### config.mk
export PLATFORM = sky130hd
export DESIGN_NAME = fsk_ctrl
export DESIGN_NICKNAME = d
export VERILOG_FILES = /design/src/design/fsk_pkg.sv /design/src/design/fsk_ctrl.sv
export VERILOG_INCLUDE_DIRS = /design/src /design/src/design
export SDC_FILE = /design/constraint.sdc
export NUM_CORES = 1
export LEC_CHECK = 0
export ABC_AREA = 1
export BUFFER_PORTS_ARGS = -buffer_cell sky130_fd_sc_hd__buf_2
export CORE_AREA = 2 2 39 41
export CTS_BUF_LIST = sky130_fd_sc_hd__clkbuf_4 sky130_fd_sc_hd__clkbuf_8
export DETAILED_ROUTE_END_ITERATION = 10
export DIE_AREA = 0 0 41 43
export PLACE_DENSITY_LB_ADDON = 0.12
export SYNTH_ARGS = -nofsm -noshare
export SYNTH_HDL_FRONTEND = slang
export SYNTH_SLANG_ARGS = --single-unit
### constraint.sdc
create_clock -name clk -period 2.3 [get_ports clk]
set_clock_uncertainty 0.15 [all_clocks]
set_input_delay 0.345 -clock clk [delete_from_list [all_inputs] [get_ports clk]]
set_output_delay 0.345 -clock clk [all_outputs]
set_load 0.05 [all_outputs]
### src/design/assert_macros.svh
// ----------------------------------------------------------------------------
// Assertion macros
// Clocked assertion helpers; they expect clk and rst_n in the using scope.
// ----------------------------------------------------------------------------
`ifndef ASSERT_MACROS_SVH
`define ASSERT_MACROS_SVH
`ifndef SYNTHESIS
`define ASSERT_CLK(lbl, prop) \
  lbl: assert property (@(posedge clk) disable iff (!rst_n) prop) \
    else $error("assertion failed: property violated");
`define ASSERT_NEVER(lbl, cond) \
  lbl: assert property (@(posedge clk) disable iff (!rst_n) !(cond)) \
    else $error("assertion failed: forbidden condition seen");
`else
`define ASSERT_CLK(lbl, prop)
`define ASSERT_NEVER(lbl, cond)
`endif
`endif

### src/design/fsk_pkg.sv
// ----------------------------------------------------------------------------
// FSK demodulator package
// Types, constants, register map, sine table and arithmetic helpers.
// ----------------------------------------------------------------------------
package fsk_pkg;

  localparam int WIN_DEPTH   = 256;
  localparam int WIN_AW      = $clog2(WIN_DEPTH);
  localparam int WIN_LEN_W   = $clog2(WIN_DEPTH + 1);
  localparam int WSUM_W      = 24 + WIN_AW + 1;
  localparam int WABS_W      = 24 + WIN_AW;

  localparam int SINE_DEPTH  = 1024;
  localparam int SINE_AW     = $clog2(SINE_DEPTH);
  localparam logic [SINE_AW-1:0] SINE_QTR = SINE_AW'(SINE_DEPTH / 4);

  localparam longint unsigned SIN_C1 = 64'd1686629713;
  localparam longint unsigned SIN_C2 = 64'd688904916;
  localparam longint unsigned SIN_C3 = 64'd76016958;

  localparam int CFG_AW = 5;

  localparam logic [19:0] CLOCK_MAX = 20'hFFFFF;
  localparam logic [9:0]  RUN_MAX   = 10'd1023;

  // register map
  typedef logic [2:0] reg_idx_t;
  localparam reg_idx_t REG_PHASE_STEP    = 3'd0;
  localparam reg_idx_t REG_FILTER_GAIN   = 3'd1;
  localparam reg_idx_t REG_BIT_PERIOD    = 3'd2;
  localparam reg_idx_t REG_INVERT_SENSE  = 3'd3;
  localparam reg_idx_t REG_CLOCK_MODE    = 3'd4;
  localparam reg_idx_t REG_RUN_THRESHOLD = 3'd5;
  localparam reg_idx_t REG_WINDOW_LENGTH = 3'd6;

  localparam logic [15:0] RST_FILTER_GAIN   = 16'd6554;
  localparam logic [19:0] RST_BIT_PERIOD    = 20'd10240;
  localparam logic [1:0]  RST_CLOCK_MODE    = 2'd1;
  localparam logic [8:0]  RST_RUN_THRESHOLD = 9'd4;
  localparam logic [8:0]  RST_WINDOW_LENGTH = 9'd8;
  localparam logic [WIN_LEN_W-1:0] RST_WIN_LEN = WIN_LEN_W'(8);

  localparam logic [1:0] MODE_SIGN   = 2'd0;
  localparam logic [1:0] MODE_RUN    = 2'd1;
  localparam logic [1:0] MODE_WINDOW = 2'd2;

  // datapath operations
  typedef logic [3:0] op_t;
  localparam op_t OP_MIX_Q    = 4'd0;
  localparam op_t OP_MIX_I    = 4'd1;
  localparam op_t OP_LP_FIRST = 4'd2;
  localparam op_t OP_LP_LAST  = 4'd9;
  localparam op_t OP_DISC_A   = 4'd10;
  localparam op_t OP_DISC_B   = 4'd11;
  localparam op_t OP_SMOOTH   = 4'd12;
  localparam op_t OP_LAST     = OP_SMOOTH;

  typedef enum logic [2:0] {
    ST_IDLE,
    ST_PREP,
    ST_ISSUE,
    ST_COMMIT,
    ST_WIN,
    ST_ADJUST,
    ST_FINISH
  } state_t;

  typedef struct packed {
    logic [31:0]          phase_step;
    logic [15:0]          filter_gain;
    logic [19:0]          bit_period;
    logic                 invert_sense;
    logic [1:0]           clock_mode;
    logic [8:0]           run_threshold;
    logic [WIN_LEN_W-1:0] win_len;
  } cfg_t;

  typedef struct packed {
    logic load;
    logic prep;
    logic issue;
    logic commit;
    logic win;
    logic adjust;
    logic finish;
    op_t  op;
  } cmd_t;

  typedef struct packed {
    logic emit;
    logic out_busy;
  } sts_t;

  typedef logic signed [15:0] sine_lut_t [SINE_DEPTH];

  function automatic logic signed [15:0] sine_entry(input int unsigned n);
    longint unsigned pq;
    longint unsigned r;
    longint unsigned z;
    longint unsigned z2;
    longint unsigned t;
    longint unsigned q;
    logic            neg;
    pq  = (64'(n) << (32 - SINE_AW)) & 64'hFFFF_FFFF;
    neg = pq[31];
    r   = pq & 64'h7FFF_FFFF;
    if (r > 64'h4000_0000) r = 64'h8000_0000 - r;
    z  = r;
    z2 = (z * z) >> 30;
    t  = SIN_C2 - ((SIN_C3 * z2) >> 30);
    t  = SIN_C1 - ((z2 * t) >> 30);
    q  = (((z * t) >> 30) + 64'd16384) >> 15;
    if (q > 64'd32767) q = 64'd32767;
    return neg ? -$signed(q[15:0]) : $signed(q[15:0]);
  endfunction

  function automatic sine_lut_t build_sine_lut();
    sine_lut_t lut;
    for (int k = 0; k < SINE_DEPTH; k++) lut[k] = sine_entry(k);
    return lut;
  endfunction

  localparam sine_lut_t SINE_LUT = build_sine_lut();

  function automatic logic signed [23:0] sat24(input logic signed [49:0] v);
    if (v > 50'sd8388607) return 24'sh7FFFFF;
    else if (v < -50'sd8388608) return 24'sh800000;
    else return v[23:0];
  endfunction

  function automatic logic [23:0] abs24(input logic signed [23:0] v);
    return v[23] ? 24'(-v) : 24'(v);
  endfunction

endpackage

### src/design/fsk_ctrl.sv
// ----------------------------------------------------------------------------
// FSK controller
// Sequences one sample through the shared multiplier and clock recovery.
// ----------------------------------------------------------------------------
`include "assert_macros.svh"

module fsk_ctrl (
  input  logic          clk,
  input  logic          rst_n,
  input  logic          in_valid,
  output logic          in_stall,
  input  fsk_pkg::sts_t sts,
  output fsk_pkg::cmd_t cmd
);

  fsk_pkg::state_t state_r;
  fsk_pkg::state_t state_nxt;
  fsk_pkg::op_t    op_r;
  fsk_pkg::op_t    op_nxt;

  always_ff @(posedge clk) begin
    if (!rst_n) begin
      state_r <= fsk_pkg::ST_IDLE;
      op_r    <= '0;
    end else begin
      state_r <= state_nxt;
      op_r    <= op_nxt;
    end
  end

  always_comb begin
    state_nxt = state_r;
    op_nxt    = op_r;
    unique case (state_r)
      fsk_pkg::ST_IDLE:   if (in_valid) state_nxt = fsk_pkg::ST_PREP;
      fsk_pkg::ST_PREP: begin
        state_nxt = fsk_pkg::ST_ISSUE;
        op_nxt    = fsk_pkg::OP_MIX_Q;
      end
      fsk_pkg::ST_ISSUE:  state_nxt = fsk_pkg::ST_COMMIT;
      fsk_pkg::ST_COMMIT: begin
        if (op_r == fsk_pkg::OP_LAST) begin
          state_nxt = fsk_pkg::ST_WIN;
        end else begin
          state_nxt = fsk_pkg::ST_ISSUE;
          op_nxt    = op_r + 4'd1;
        end
      end
      fsk_pkg::ST_WIN:    state_nxt = fsk_pkg::ST_ADJUST;
      fsk_pkg::ST_ADJUST: state_nxt = fsk_pkg::ST_FINISH;
      fsk_pkg::ST_FINISH: if (!(sts.emit && sts.out_busy)) state_nxt = fsk_pkg::ST_IDLE;
      default:            state_nxt = fsk_pkg::ST_IDLE;
    endcase
  end

  always_comb begin
    in_stall   = (state_r != fsk_pkg::ST_IDLE);
    cmd        = '0;
    cmd.op     = op_r;
    cmd.load   = (state_r == fsk_pkg::ST_IDLE) && in_valid;
    cmd.prep   = (state_r == fsk_pkg::ST_PREP);
    cmd.issue  = (state_r == fsk_pkg::ST_ISSUE);
    cmd.commit = (state_r == fsk_pkg::ST_COMMIT);
    cmd.win    = (state_r == fsk_pkg::ST_WIN);
    cmd.adjust = (state_r == fsk_pkg::ST_ADJUST);
    cmd.finish = (state_r == fsk_pkg::ST_FINISH) && !(sts.emit && sts.out_busy);
  end

  `ASSERT_CLK(a_load_to_prep, cmd.load |=> state_r == fsk_pkg::ST_PREP)
  `ASSERT_CLK(a_last_op_to_win, (cmd.commit && op_r == fsk_pkg::OP_LAST) |=> cmd.win)
  `ASSERT_NEVER(a_op_range, (cmd.issue || cmd.commit) && op_r > fsk_pkg::OP_LAST)

endmodule

# Word level (Yosys, flattened, before mapping)
# Index checks and enable logic that the tools add are counted.
# word_totals
register_bits	7
out_inout_bits	12
input_bits	5
# op_classes
eq_ne	10
mux	6
addsub	1
reduce_logical	9
# ops
cell	count
one-hot mux 3 bit (7 select lines)	1
== test 3 bit, second input constant	3
2-to-1 mux 3 bit	3
one-hot mux 4 bit (2 select lines)	1
== test 3 x 2 -> 1 bit, second input constant	2
!= test 2 bit, second input constant	3
adder 4 x 1 -> 4 bit, second input constant	1
== test 4 bit, second input constant	1
2-to-1 mux 4 bit	1
AND reduction 2 bit	2
== test 3 x 1 -> 1 bit, second input constant	1
logical AND 1 bit	3
zero test 3 bit	1
nonzero test 3 bit	1
nonzero test 2 bit	1
zero test 1 bit	1

# Depth between registers and ports, before layout
# depth
ltp_word	3
ltp_mapped	8
ltp_nobuf	8

# Least setup slack after synthesis
# No wires, ideal clock.
# synth_path
path_kind	reg-to-output
from	register state_r[2]
to	output cmd[10] (netlist bit)
stages_incl_launch_ff	4
arrival_time_ns	1.759
path_buffers	0
setup_slack_ns	0.046
required_time_ns	1.805
path_cell_list	dfxtp_1 > inv_1 > nand3_1 > nor2_1
# synth_lines
item	line	source
from (decl)	fsk_ctrl.sv:16	fsk_pkg::state_t state_r;
from (signal assigned)	fsk_ctrl.sv:23	state_r <= fsk_pkg::ST_IDLE;
from (signal assigned)	fsk_ctrl.sv:26	state_r <= state_nxt;
to (decl)	fsk_ctrl.sv:13	output fsk_pkg::cmd_t cmd

==> metrics.md <==
| Metric | Value |
|---|---|
| Clk slew on worst S/H paths | `~50 ps` |
| Critical path startpoint category | `flip-flop` |
| Grt total ovfl | `0` |
| Placed Cells | `96` |
| Crit share post-route | `approximately four fifths` |
| Maximum vdd drop | `around 0.28 mV` |
| Flop-to-flop setup slack | `900 ps` |
| Nets | `slightly above 90` |
| H-tree levels | `1` |
| CP Class | `flip-flop to output pin` |
| Cell with the most instances after synthesis | `nand2_1` |
| Final setup TNS | `0 ps` |
| Synth top area share | `32.7%` |
| Area delta synth->final | `30.4%` |
| Largest cells by area after synthesis | `dfxtp_1, nand2_1, inv_1` |
| Most used DFF post-synth | `dfxtp_1` |
| Fmax | `~0.55 GHz` |
| CP required | `1800 ps` |
| Post-CTS Hold Fix Bufs | `0` |
| Complex-gate fraction of the synthesized area | `about 7.3%` |
| Fin cells | `100` |
| R2r endpoint | `op_r[2]` |
| Detailed Place HPWL | `between 700 and 800 µm` |
| Worst-case reg-to-reg path depth | `8` |
| Crit path max fanout | `6` |
| Share of layout cells above drive strength 1 | `~30%` |
| Status | `complete, no violations` |
| Dominant combinational cell family by area after synthesis | `simple AND/OR/NAND/NOR gates` |
| First-pass GRT wire length | `between 1000 and 1500 µm` |
| Commonest cells in the netlist | `nand2_1, inv_1, dfxtp_1, nand3_1, nor2_1` |
| Net count after synthesis | `just over 70` |
| Post-route antenna net violation count | `0` |
| Synth Area per Inst | `between 6 and 7 µm²` |
| Routed len/inst | `slightly above 9 µm` |
| Core area | `1380 µm²` |
| CP startpoint | `state_r[1]` |
| Post-synth ARST share | `0%` |
| Synth area leader | `dfxtp_1` |
| Site Rows | `14` |
| Final Slew Violations | `0` |
| Synth Area in XOR/XNOR | `0%` |
| Buffers on Ports | `16` |
| Antenna Cells | `0` |
| FF-to-FF Start | `op_r[0]` |
| Max-slew headroom | `a little over 80%` |
| HP Class | `input pin to flip-flop` |
| Pin count of the biggest net entering global routing | `7` |
| Initial antenna violation count | `0` |
| Number of synthesized flops with an enable pin | `0` |
| CTS Buffer Depth | `2` |
| Final min period | `1830 ps` |
| Crit path max-delay cell type | `dfxtp_1` |
| Total global routing track utilization | `roughly an eighth` |
| Post-synthesis sequential area ratio | `between 30% and 40%` |
| Clk_lat worst skew | `~250 ps` |
| Final Hold Viols | `0` |
| CTS buffer count | `3` |
| Via count | `between 400 and 500` |
| Io pins | `17` |
| Slowest stage delay, CP | `350 ps` |
| Synthesized instance count | `64` |
| Yosys warns | `0` |
| Unrepaired setup endpoints after global routing | `no` |
| Die Y | `about 43 µm` |
| Critical path capture point type | `output pin` |
| Leakage | `0.316 nW` |
| Critical Path AT | `between 1000 and 1500 ps` |
| Die Area | `between 1500 and 2000 µm²` |
| Die X | `roughly 41 µm` |
| Vias in the first global route | `roughly 370` |
| Yosys cell types | `14` |
| # Post-CTS Setup Buffers | `0` |
| Initial Utilization | `30.9%` |
| Setup-failing EPs final | `0` |
| # DRC | `0` |
| Detailed Routing Iterations Pass 1 | `4` |
| Register bit total from synthesis | `7` |
| Post-synthesis mux area share | `0%` |
| Synthesized area | `428 µm²` |
| Clock root cell | `clkbuf_4` |
| Final wirelength | `between 900 and 1000 µm` |
| Worst Setup EP | `cmd[4]` |
| Post-Synth Simple-Gate Area | `43.6%` |
| Adder-cell share of the synthesized area | `just under 6%` |
| Max Cap Viol | `0` |
| RD Place Congestion | `0.722` |
| Measured slew at the worst slew-check pin | `~250 ps` |
| CTS resizes | `0` |
| Final Total Pwr | `0.000367 W` |
| PD cells | `around 660 nW/µm²` |
| TritonCTS clock tree | `built` |
| Vias per inst | `4.52` |
| Clock tree sinks | `7` |
| Crit-path cells | `inv_1, nor2_1, nand2_1, a21oi_1, buf_2` |
| Iter 0 DRT Violations | `10` |
==> final cells by class <==
| type | count | area [µm²] |
|---|---|---|
| Fill cell | 157 | 826 |
| Clock buffer | 4 | 30.0 |
| Sequential cell | 7 | 140 |
| Inverter | 12 | 45.0 |
| Multi-Input combinational cell | 45 | 243 |
| Tap cell | 16 | 20.0 |
| Timing Repair Buffer | 16 | 80.1 |
==> per-layer routing <==
| layer | GRT usage [%] | wire length, µm |
|---|---|---|
| met3 | 3.14 | 65 |
| met4 | 10.0 | 28 |
| met5 | 0 | 0 |
| met1 | 15.9 | 438 |
| met2 | 17.2 | 397 |
==> per-stage QoR <==
stage / area (µm²) / setup WS [ps] / utilization, % / hold slack, ps
finish: 558 / 469 / 40.3 / 192
global placement: 528 / 765 / 38.2 / 319
detailed placement: 528 / 738 / 38.2 / 325
CTS: 558 / 467 / 40.3 / 190
floorplan: 428 / 46.5 / - / 293
global route: 558 / 309 / 40.3 / 236
==> power by group <==
group / switching [W] / total, W / internal, W / leakage, nW
sequential: 0.00000649 / 0.000134 / 0.000127 / 0.0569
clock: 0.0000471 / 0.000125 / 0.0000781 / 0.0184
combinational: 0.0000808 / 0.000108 / 0.0000274 / 0.241
total: 0.000134 / 0.000367 / 0.000233 / 0.316
==> kinds of logic (layout without fill, tap and decap cells) <==
group,count (synthesis),after routing
AOI/OAI and AO/OA,6,6
DFF,7,7
adders and majority gates,2,2
and+or+nand+nor,37,37
buffers and inverters,12,32
==> how the worst min path moves through the flow <==
| stage | start | endpoint | slack (ps) | cells past startpoint |
|---|---|---|---|---|
| floorplan | rst_n | state_r[1] | 290 | 2 |
| finish | rst_n | state_r[2] | 190 | 3 |
| detailed placement | op_r[0] | op_r[0] | 330 | 1 |
| global route | rst_n | op_r[0] | 240 | 3 |
| CTS | rst_n | state_r[2] | 190 | 3 |
| global placement | op_r[0] | op_r[0] | 320 | 1 |
==> sequential cells by signal, indices dropped and copies added (netlist names) <==
register and count:
op_r 4, state_r 3
==> placed cells by master, fill, tap and decap left out <==
master	n
inv_1	12
nor2_4	1
buf_2	16
nand2_2	2
nand4_1	2
ha_1	2
nand2_1	13
nor3_1	2
clkbuf_4	4
nand3b_1	1
a21oi_1	5
nor2_1	7
dfxtp_1	7
nand3_1	7
o22ai_1	1
nand2_4	2
==> critical path, delay by kind of cell (launching register included) <==
kind / cells / cell delay [ps]
buffers and inverters: 2 / 390
DFF: 1 / 350
and+or+nand+nor: 2 / 240
AOI/OAI and AO/OA: 1 / 110
Note: power is estimated with default switching activity, not from simulation.
