File: src/design/assert_macros.svh
// ----------------------------------------------------------------------------
// Assertion macros
// Clocked assertion helpers; they expect clk and rst_n in the using scope.
// ----------------------------------------------------------------------------
`ifndef ASSERT_MACROS_SVH
`define ASSERT_MACROS_SVH
`ifndef SYNTHESIS
`define ASSERT_CLK(lbl, prop) \
  lbl: assert property (@(posedge clk) disable iff (!rst_n) prop) \
    else $error("assertion failed: property violated");
`define ASSERT_NEVER(lbl, cond) \
  lbl: assert property (@(posedge clk) disable iff (!rst_n) !(cond)) \
    else $error("assertion failed: forbidden condition seen");
`else
`define ASSERT_CLK(lbl, prop)
`define ASSERT_NEVER(lbl, cond)
`endif
`endif

File: src/design/fsk_pkg.sv
// ----------------------------------------------------------------------------
// FSK demodulator package
// Types, constants, register map, sine table and arithmetic helpers.
// ----------------------------------------------------------------------------
package fsk_pkg;

  localparam int WIN_DEPTH   = 256;
  localparam int WIN_AW      = $clog2(WIN_DEPTH);
  localparam int WIN_LEN_W   = $clog2(WIN_DEPTH + 1);
  localparam int WSUM_W      = 24 + WIN_AW + 1;
  localparam int WABS_W      = 24 + WIN_AW;

  localparam int SINE_DEPTH  = 1024;
  localparam int SINE_AW     = $clog2(SINE_DEPTH);
  localparam logic [SINE_AW-1:0] SINE_QTR = SINE_AW'(SINE_DEPTH / 4);

  localparam longint unsigned SIN_C1 = 64'd1686629713;
  localparam longint unsigned SIN_C2 = 64'd688904916;
  localparam longint unsigned SIN_C3 = 64'd76016958;

  localparam int CFG_AW = 5;

  localparam logic [19:0] CLOCK_MAX = 20'hFFFFF;
  localparam logic [9:0]  RUN_MAX   = 10'd1023;

  // register map
  typedef logic [2:0] reg_idx_t;
  localparam reg_idx_t REG_PHASE_STEP    = 3'd0;
  localparam reg_idx_t REG_FILTER_GAIN   = 3'd1;
  localparam reg_idx_t REG_BIT_PERIOD    = 3'd2;
  localparam reg_idx_t REG_INVERT_SENSE  = 3'd3;
  localparam reg_idx_t REG_CLOCK_MODE    = 3'd4;
  localparam reg_idx_t REG_RUN_THRESHOLD = 3'd5;
  localparam reg_idx_t REG_WINDOW_LENGTH = 3'd6;

  localparam logic [15:0] RST_FILTER_GAIN   = 16'd6554;
  localparam logic [19:0] RST_BIT_PERIOD    = 20'd10240;
  localparam logic [1:0]  RST_CLOCK_MODE    = 2'd1;
  localparam logic [8:0]  RST_RUN_THRESHOLD = 9'd4;
  localparam logic [8:0]  RST_WINDOW_LENGTH = 9'd8;
  localparam logic [WIN_LEN_W-1:0] RST_WIN_LEN = WIN_LEN_W'(8);

  localparam logic [1:0] MODE_SIGN   = 2'd0;
  localparam logic [1:0] MODE_RUN    = 2'd1;
  localparam logic [1:0] MODE_WINDOW = 2'd2;

  // datapath operations
  typedef logic [3:0] op_t;
  localparam op_t OP_MIX_Q    = 4'd0;
  localparam op_t OP_MIX_I    = 4'd1;
  localparam op_t OP_LP_FIRST = 4'd2;
  localparam op_t OP_LP_LAST  = 4'd9;
  localparam op_t OP_DISC_A   = 4'd10;
  localparam op_t OP_DISC_B   = 4'd11;
  localparam op_t OP_SMOOTH   = 4'd12;
  localparam op_t OP_LAST     = OP_SMOOTH;

  typedef enum logic [2:0] {
    ST_IDLE,
    ST_PREP,
    ST_ISSUE,
    ST_COMMIT,
    ST_WIN,
    ST_ADJUST,
    ST_FINISH
  } state_t;

  typedef struct packed {
    logic [31:0]          phase_step;
    logic [15:0]          filter_gain;
    logic [19:0]          bit_period;
    logic                 invert_sense;
    logic [1:0]           clock_mode;
    logic [8:0]           run_threshold;
    logic [WIN_LEN_W-1:0] win_len;
  } cfg_t;

  typedef struct packed {
    logic load;
    logic prep;
    logic issue;
    logic commit;
    logic win;
    logic adjust;
    logic finish;
    op_t  op;
  } cmd_t;

  typedef struct packed {
    logic emit;
    logic out_busy;
  } sts_t;

  typedef logic signed [15:0] sine_lut_t [SINE_DEPTH];

  function automatic logic signed [15:0] sine_entry(input int unsigned n);
    longint unsigned pq;
    longint unsigned r;
    longint unsigned z;
    longint unsigned z2;
    longint unsigned t;
    longint unsigned q;
    logic            neg;
    pq  = (64'(n) << (32 - SINE_AW)) & 64'hFFFF_FFFF;
    neg = pq[31];
    r   = pq & 64'h7FFF_FFFF;
    if (r > 64'h4000_0000) r = 64'h8000_0000 - r;
    z  = r;
    z2 = (z * z) >> 30;
    t  = SIN_C2 - ((SIN_C3 * z2) >> 30);
    t  = SIN_C1 - ((z2 * t) >> 30);
    q  = (((z * t) >> 30) + 64'd16384) >> 15;
    if (q > 64'd32767) q = 64'd32767;
    return neg ? -$signed(q[15:0]) : $signed(q[15:0]);
  endfunction

  function automatic sine_lut_t build_sine_lut();
    sine_lut_t lut;
    for (int k = 0; k < SINE_DEPTH; k++) lut[k] = sine_entry(k);
    return lut;
  endfunction

  localparam sine_lut_t SINE_LUT = build_sine_lut();

  function automatic logic signed [23:0] sat24(input logic signed [49:0] v);
    if (v > 50'sd8388607) return 24'sh7FFFFF;
    else if (v < -50'sd8388608) return 24'sh800000;
    else return v[23:0];
  endfunction

  function automatic logic [23:0] abs24(input logic signed [23:0] v);
    return v[23] ? 24'(-v) : 24'(v);
  endfunction

endpackage

File: src/design/fsk_regs.sv
// ----------------------------------------------------------------------------
// FSK register block
// APB-style configuration registers, read back and window length clamp.
// ----------------------------------------------------------------------------
module fsk_regs (
  input  logic                      clk,
  input  logic                      rst_n,
  input  logic                      cfg_psel,
  input  logic                      cfg_penable,
  input  logic                      cfg_pwrite,
  input  logic [fsk_pkg::CFG_AW-1:0] cfg_paddr,
  input  logic [31:0]               cfg_pwdata,
  output logic [31:0]               cfg_prdata,
  output logic                      cfg_pready,
  output fsk_pkg::cfg_t             cfg,
  output logic                      win_clear,
  output logic [fsk_pkg::WIN_LEN_W-1:0] win_len_wr
);

  logic [31:0] phase_step_r;
  logic [15:0] filter_gain_r;
  logic [19:0] bit_period_r;
  logic        invert_sense_r;
  logic [1:0]  clock_mode_r;
  logic [8:0]  run_threshold_r;
  logic [8:0]  window_length_r;
  logic        wr;
  fsk_pkg::reg_idx_t idx;

  assign cfg_pready = 1'b1;
  assign wr  = cfg_psel && cfg_penable && cfg_pwrite;
  assign idx = cfg_paddr[fsk_pkg::CFG_AW-1:2];
  assign win_clear = wr && (idx == fsk_pkg::REG_WINDOW_LENGTH);

  always_ff @(posedge clk) begin
    if (!rst_n) begin
      phase_step_r    <= '0;
      filter_gain_r   <= fsk_pkg::RST_FILTER_GAIN;
      bit_period_r    <= fsk_pkg::RST_BIT_PERIOD;
      invert_sense_r  <= 1'b0;
      clock_mode_r    <= fsk_pkg::RST_CLOCK_MODE;
      run_threshold_r <= fsk_pkg::RST_RUN_THRESHOLD;
      window_length_r <= fsk_pkg::RST_WINDOW_LENGTH;
    end else if (wr) begin
      unique case (idx)
        fsk_pkg::REG_PHASE_STEP:    phase_step_r    <= cfg_pwdata;
        fsk_pkg::REG_FILTER_GAIN:   filter_gain_r   <= cfg_pwdata[15:0];
        fsk_pkg::REG_BIT_PERIOD:    bit_period_r    <= cfg_pwdata[19:0];
        fsk_pkg::REG_INVERT_SENSE:  invert_sense_r  <= cfg_pwdata[0];
        fsk_pkg::REG_CLOCK_MODE:    clock_mode_r    <= cfg_pwdata[1:0];
        fsk_pkg::REG_RUN_THRESHOLD: run_threshold_r <= cfg_pwdata[8:0];
        fsk_pkg::REG_WINDOW_LENGTH: window_length_r <= cfg_pwdata[8:0];
        default: ;
      endcase
    end
  end

  always_comb begin
    unique case (idx)
      fsk_pkg::REG_PHASE_STEP:    cfg_prdata = phase_step_r;
      fsk_pkg::REG_FILTER_GAIN:   cfg_prdata = 32'(filter_gain_r);
      fsk_pkg::REG_BIT_PERIOD:    cfg_prdata = 32'(bit_period_r);
      fsk_pkg::REG_INVERT_SENSE:  cfg_prdata = 32'(invert_sense_r);
      fsk_pkg::REG_CLOCK_MODE:    cfg_prdata = 32'(clock_mode_r);
      fsk_pkg::REG_RUN_THRESHOLD: cfg_prdata = 32'(run_threshold_r);
      fsk_pkg::REG_WINDOW_LENGTH: cfg_prdata = 32'(window_length_r);
      default:                    cfg_prdata = '0;
    endcase
  end

  always_comb begin
    cfg.phase_step    = phase_step_r;
    cfg.filter_gain   = filter_gain_r;
    cfg.bit_period    = bit_period_r;
    cfg.invert_sense  = invert_sense_r;
    cfg.clock_mode    = clock_mode_r;
    cfg.run_threshold = run_threshold_r;
    if (window_length_r == '0) cfg.win_len = fsk_pkg::WIN_LEN_W'(1);
    else if (32'(window_length_r) > fsk_pkg::WIN_DEPTH)
      cfg.win_len = fsk_pkg::WIN_LEN_W'(fsk_pkg::WIN_DEPTH);
    else cfg.win_len = fsk_pkg::WIN_LEN_W'(window_length_r);
  end

  // clamped length being written, for the rearm count on a ring clear
  always_comb begin
    if (cfg_pwdata[8:0] == '0) win_len_wr = fsk_pkg::WIN_LEN_W'(1);
    else if (32'(cfg_pwdata[8:0]) > fsk_pkg::WIN_DEPTH)
      win_len_wr = fsk_pkg::WIN_LEN_W'(fsk_pkg::WIN_DEPTH);
    else win_len_wr = fsk_pkg::WIN_LEN_W'(cfg_pwdata[8:0]);
  end

endmodule

File: config.mk
export PLATFORM = sky130hd
export DESIGN_NAME = fsk_regs
export DESIGN_NICKNAME = d
export VERILOG_FILES = /design/src/design/assert_macros.svh /design/src/design/fsk_pkg.sv /design/src/design/fsk_regs.sv
export SDC_FILE = /design/constraint.sdc
export NUM_CORES = 1
export LEC_CHECK = 0
export BUFFER_PORTS_ARGS = -buffer_cell sky130_fd_sc_hd__buf_4
export CORE_ASPECT_RATIO = 0.75
export CORE_MARGIN = 2
export CORE_UTILIZATION = 30
export CTS_CLUSTER_SIZE = 24
export DETAILED_ROUTE_END_ITERATION = 10
export SLEW_MARGIN = 5
export SYNTH_ARGS = -nofsm -noshare
export SYNTH_HDL_FRONTEND = slang
export SYNTH_SLANG_ARGS = --single-unit
File: constraint.sdc
create_clock -name clk -period 1.3 [get_ports clk]
set_input_delay 0.065 -clock clk [delete_from_list [all_inputs] [get_ports clk]]
set_output_delay 0.065 -clock clk [all_outputs]
set_load 0.02 [all_outputs]
-- After elaboration in Yosys (flattened, before gate mapping)
Index checks and enable logic that the tools add are counted.
- word-level logic and storage cells: 33
- flip-flop bits (word level): 89
- output and inout bits: 132
- input bits: 42
- mux-type cells: 5
- magnitude comparators: 2
- reduce and logical (&&, ||, !) cells: 13
- equal/unequal tests: 6
- operator list (cell ; number):
    case mux 32 bit (7 select lines) ; 1
    two-way mux 9 bit ; 4
    greater-than comparator 9 bit (second input constant) ; 2
    logical NOT 9 bit ; 2
    AND reduction 2 bit ; 7
    equality test 3 bit (second input constant) ; 3
    equality test 3 x 2 -> 1 bit (second input constant) ; 2
    equality test 3 x 1 -> 1 bit (second input constant) ; 1
    logical AND 1 bit ; 3
    logical NOT 3 bit ; 1

-- Longest topological paths before layout
- depth after elaboration: 3
- gate-level depth with buffers: 6
- depth with buffers taken out: 3

-- Worst setup path after synthesis
No wires, ideal clock.
- path kind: input to output
- from: input port cfg_paddr[3] (netlist bit)
- to: output port cfg_prdata[16]
- data required time: 1.235 ns
- path slack: -0.032 ns
- stages on the path: 5
- path buffers: 3
- arrival: 1.267 ns
- cells stage by stage: buf_2 buf_2 buf_2 mux2i_1 nor3_1
- word-level cells in the longest chain between the ends: 2
- elaborated cells between the ends (all ways): 8
- those cells by class: eq/ne: 6; mux: 1; reduce/logical: 1
- ends and longest elaborated chain (what ; RTL line ; source):
    from (decl) ; fsk_regs.sv:11 ; input logic [fsk_pkg::CFG_AW-1:0] cfg_paddr,
    equality test 3 bit (tied with other cells) ; fsk_regs.sv:59 ; unique case (idx)
    case mux 32 bit (7 select lines) (*) ; fsk_regs.sv:59 ;
    to (decl) ; fsk_regs.sv:13 ; output logic [31:0] cfg_prdata,
Every way passes the cells marked *; elsewhere a longest branch is shown, timed or not.

-- Final worst setup path
- from: register clock_mode_r[0]
- to: output port cfg_prdata[0]
- word-level cells in the longest chain between the ends: 1
- ends and longest elaborated chain (what ; RTL line ; source):
    from (decl) ; fsk_regs.sv:24 ; logic [1:0] clock_mode_r;
    from (signal assigned) ; fsk_regs.sv:41 ; clock_mode_r <= fsk_pkg::RST_CLOCK_MODE;
    from (signal assigned) ; fsk_regs.sv:50 ; fsk_pkg::REG_CLOCK_MODE: clock_mode_r <= cfg_pwdata[1:0];
    case mux 32 bit (7 select lines) ; fsk_regs.sv:59 ;
No other way between the ends.

==> impl_metrics.csv <==
group,metric,value,unit
power,powerDensity,907,nW/um2
yosys,ys_warn_count,0,
final_layout,instances_no_fill,865,
sta,finalWorstSetupSlack,-0.299,ns
yosys,synth_area,4300,um2
floorplan,die_h,108,um
setup_path,rrSetupSlack,0.48,ns
drt,first_pass_iters,5,
final_layout,layout.nets,727,
global_route,antenna_found_initial,0,
sta,finalMaxSlewViolations,0,
clock_tree,clockBufferDepth,2,
placement,gp_congestion,0.868,
run_status,status,"finished, violations left",
global_route,overflow,0,
setup_path,crit_type,"flip-flop to output port",
global_route,grt_use_total,19.9,%
sta,hold_viol,0,
drt,routed_wl,15100,um
placement,dpl_cell_area,5910,um2
setup_path,slowest_delay,0.45,ns
final_layout,drive_above_1_share,48.3,%
power,ir_drop,0.600,mV
drt,routedWlPerCell,17.5,um
sta,max_clock_freq,626,MHz
yosys,synthCells,469,
setup_path,reg2reg_from,"window_length_r[8]",
clock_tree,cts_sinks,89,
final_layout,final_common_cell,"buf_4",
global_route,use_met2,32.6,%
yosys,yosysTopAreaCell,"dfxtp_1",
floorplan,io_pins,174,
placement,dp_hpwl,10800,um
yosys,ys_ff_latch,89,
floorplan,dieWidth,142,um
drt,num_vias,4291,
setup_path,cp_data_required_time,1.24,ns
placement,dp_cells,807,
placement,place.port_buffers,170,
setup_path,endpoint_kind,"output port",
sta,hold_ws,0.00919,ns
sta,rsz0062_at_grt,"true",
setup_path,crit_slowest_cell,"mux4_2",
final_layout,area_growth,58.8,%
clock_tree,cts_tree,"yes",
setup_path,arrival,1.53,ns
sta,setup_viol,17,
yosys,ys_seq_area_share,41.5,%
final_layout,final_area,6830,um2
worst_hold_path,hold_end,"phase_step_r[13]",
setup_path,cp-start-kind,"flip-flop",
setup_path,reg2reg_depth,3,
sta,setup-tns-final,-1.80,ns
final_layout,final_cell_mix,"224 x buf_4, 109 x nand2_1, 83 x mux2i_1",
sta,fin_crit_sh,123,%
global_route,grt_max_degree,40,
yosys,synth_area_per_cell,9.16,um2
setup_path,r2r_end,"window_length_r[8]",
sta,final.min_clock_period,1.60,ns
clock_tree,clkLatencyLatePin,0.34,ns
final_layout,antenna-diode-count,0,
yosys,synth_top_area_share,41.5,%
clock_tree,cts-root-buf,"clkbuf_16",
clock_tree,h-tree-depth,3,
floorplan,rows,37,
worst_hold_path,min_path_type,"primary input to flip-flop",
drt,remaining_drc_errors,0,
drt,drt_iter0_markers,290,
setup_path,path_cells,"mux4_2, mux2_4, buf_6",
global_route,grt_pass1_vias,4357,
clock_tree,clk_pin_slew_worst_paths,0.06,ns
worst_hold_path,whs_path_depth,3,
power,total_leakage_power,0.00314,uW
drt,vias_per_cell,4.96,
global_route,met1_usage,25.9,%
clock_tree,cts_buffers,9,
yosys,synth_top_cells_by_area,"dfxtp_1 41%, mux2i_1 19%, nand2_1 9.5%",
run_status,violations,"setup timing",
drt,ant_nets,0,
sta,finalClockSkew,0,ns
floorplan,start_util,31.0,%
yosys,synth_cell_types,37,
setup_path,crit_fanout,2,
global_route,globalRouteMet3Util,5.12,%
yosys,syn_nets,511,
floorplan,die_area,15300,um2
global_route,grt_pass1_wl,23400,um
global_route,grt.busiest_layer,"met2",
worst_hold_path,worstHoldStart,"cfg_pwdata[13]",
floorplan,core,13800,um2
flow_run,cap_viol_max_count,0,
placement,dp_slack,-0.292,ns
cell families after synthesis:
group / Yosys count / synth area share (%)
AO/OA/AOI/OAI: 56 / 9.23
buffers and inverters: 54 / 6.87
flip-flops: 89 / 41.5
multiplexers: 101 / 24.3
other: 1 / 0.0873
AND/OR/NAND/NOR: 168 / 18.0
how the worst max path moves through the flow:
stage | startpoint | end | slack (ns) | cells after the start
global placement | cfg_paddr[3] | cfg_prdata[8] | -0.26 | 6
global route | bit_period_r[0] | cfg_prdata[0] | -0.33 | 3
floorplan | cfg_paddr[3] | cfg_prdata[1] | 0.05 | 5
finish | clock_mode_r[0] | cfg_prdata[0] | -0.30 | 3
CTS | phase_step_r[0] | cfg_prdata[0] | -0.30 | 3
detailed placement | cfg_paddr[3] | cfg_prdata[8] | -0.29 | 6
sequential cells by signal, indices dropped and copies added, names as in the netlist:
register	count
phase_step_r	32
filter_gain_r	16
clock_mode_r	2
bit_period_r	20
run_threshold_r	9
window_length_r	9
invert_sense_r	1
repair_timing:
action	CTS	global route
buffers inserted	27	0
setup endpoints to repair	18	26
pin swaps	14	12
hold buffers	15	0
gates resized for setup	65	9
endpoints found under the hold margin	15	0
metal layers:
metal | wire [um] | up-vias
met4 | 199 | 0
met1 | 6840 | 2072
met3 | 1010 | 19
met2 | 7060 | 157
li1 | - | 2043
met5 | 0 | -
worst max-delay path, delay by kind of cell, from the launching register on:
| kind | cells | cell delay, ns |
|---|---|---|
| mux | 2 | 0.73 |
| flops | 1 | 0.32 |
| buf+inv | 1 | 0.13 |
metrics by stage:
step	utilization, %	power [uW]
after CTS	49.1	6250
after global placement	42.7	3520
final	49.3	6190
after detailed placement	42.7	3530
after floorplan	-	3190
after global routing	49.3	6440
cells in the mapped netlist:
| cell | count |
|---|---|
| clkbuf_1 | 24 |
| mux4_2 | 1 |
| buf_2 | 7 |
| a21oi_1 | 10 |
| inv_1 | 10 |
| conb_1 | 1 |
| and2_1 | 12 |
| nand4b_4 | 1 |
| nor3_1 | 7 |
| or3_1 | 1 |
| buf_1 | 1 |
| nand2b_1 | 2 |
| buf_8 | 1 |
| nor2_4 | 1 |
| and2b_2 | 1 |
| nand4_2 | 1 |
| buf_6 | 6 |
| a22oi_1 | 15 |
| a221oi_1 | 8 |
| clkinv_1 | 1 |
| nand2_1 | 109 |
| nor2_2 | 1 |
| mux2_2 | 17 |
| nor3_4 | 1 |
| nor4_1 | 2 |
| nor2_1 | 14 |
| o311ai_0 | 2 |
| o22ai_1 | 1 |
| buf_4 | 3 |
| buf_12 | 1 |
| or2_1 | 1 |
| nor2b_1 | 14 |
| dfxtp_1 | 89 |
| o211ai_1 | 9 |
| o31ai_1 | 7 |
| o21ai_0 | 4 |
| mux2i_1 | 83 |
cell type report:
| cell class | count | area [um2] |
|---|---|---|
| Multi-Input combinational cell | 326 | 2440 |
| Clock buffer | 10 | 229 |
| Timing Repair Buffer | 248 | 2000 |
| Inverter | 11 | 41.3 |
| Tap cell | 175 | 219 |
| Fill cell | 1285 | 7020 |
| Clock inverter | 6 | 67.6 |
| Sequential cell | 89 | 1830 |
power breakdown:
group	switching (uW)	internal [uW]
registers	19.7	2750
clock network	1110	1500
logic	447	369
No activity file was read; power rests on OpenSTA's default activity.
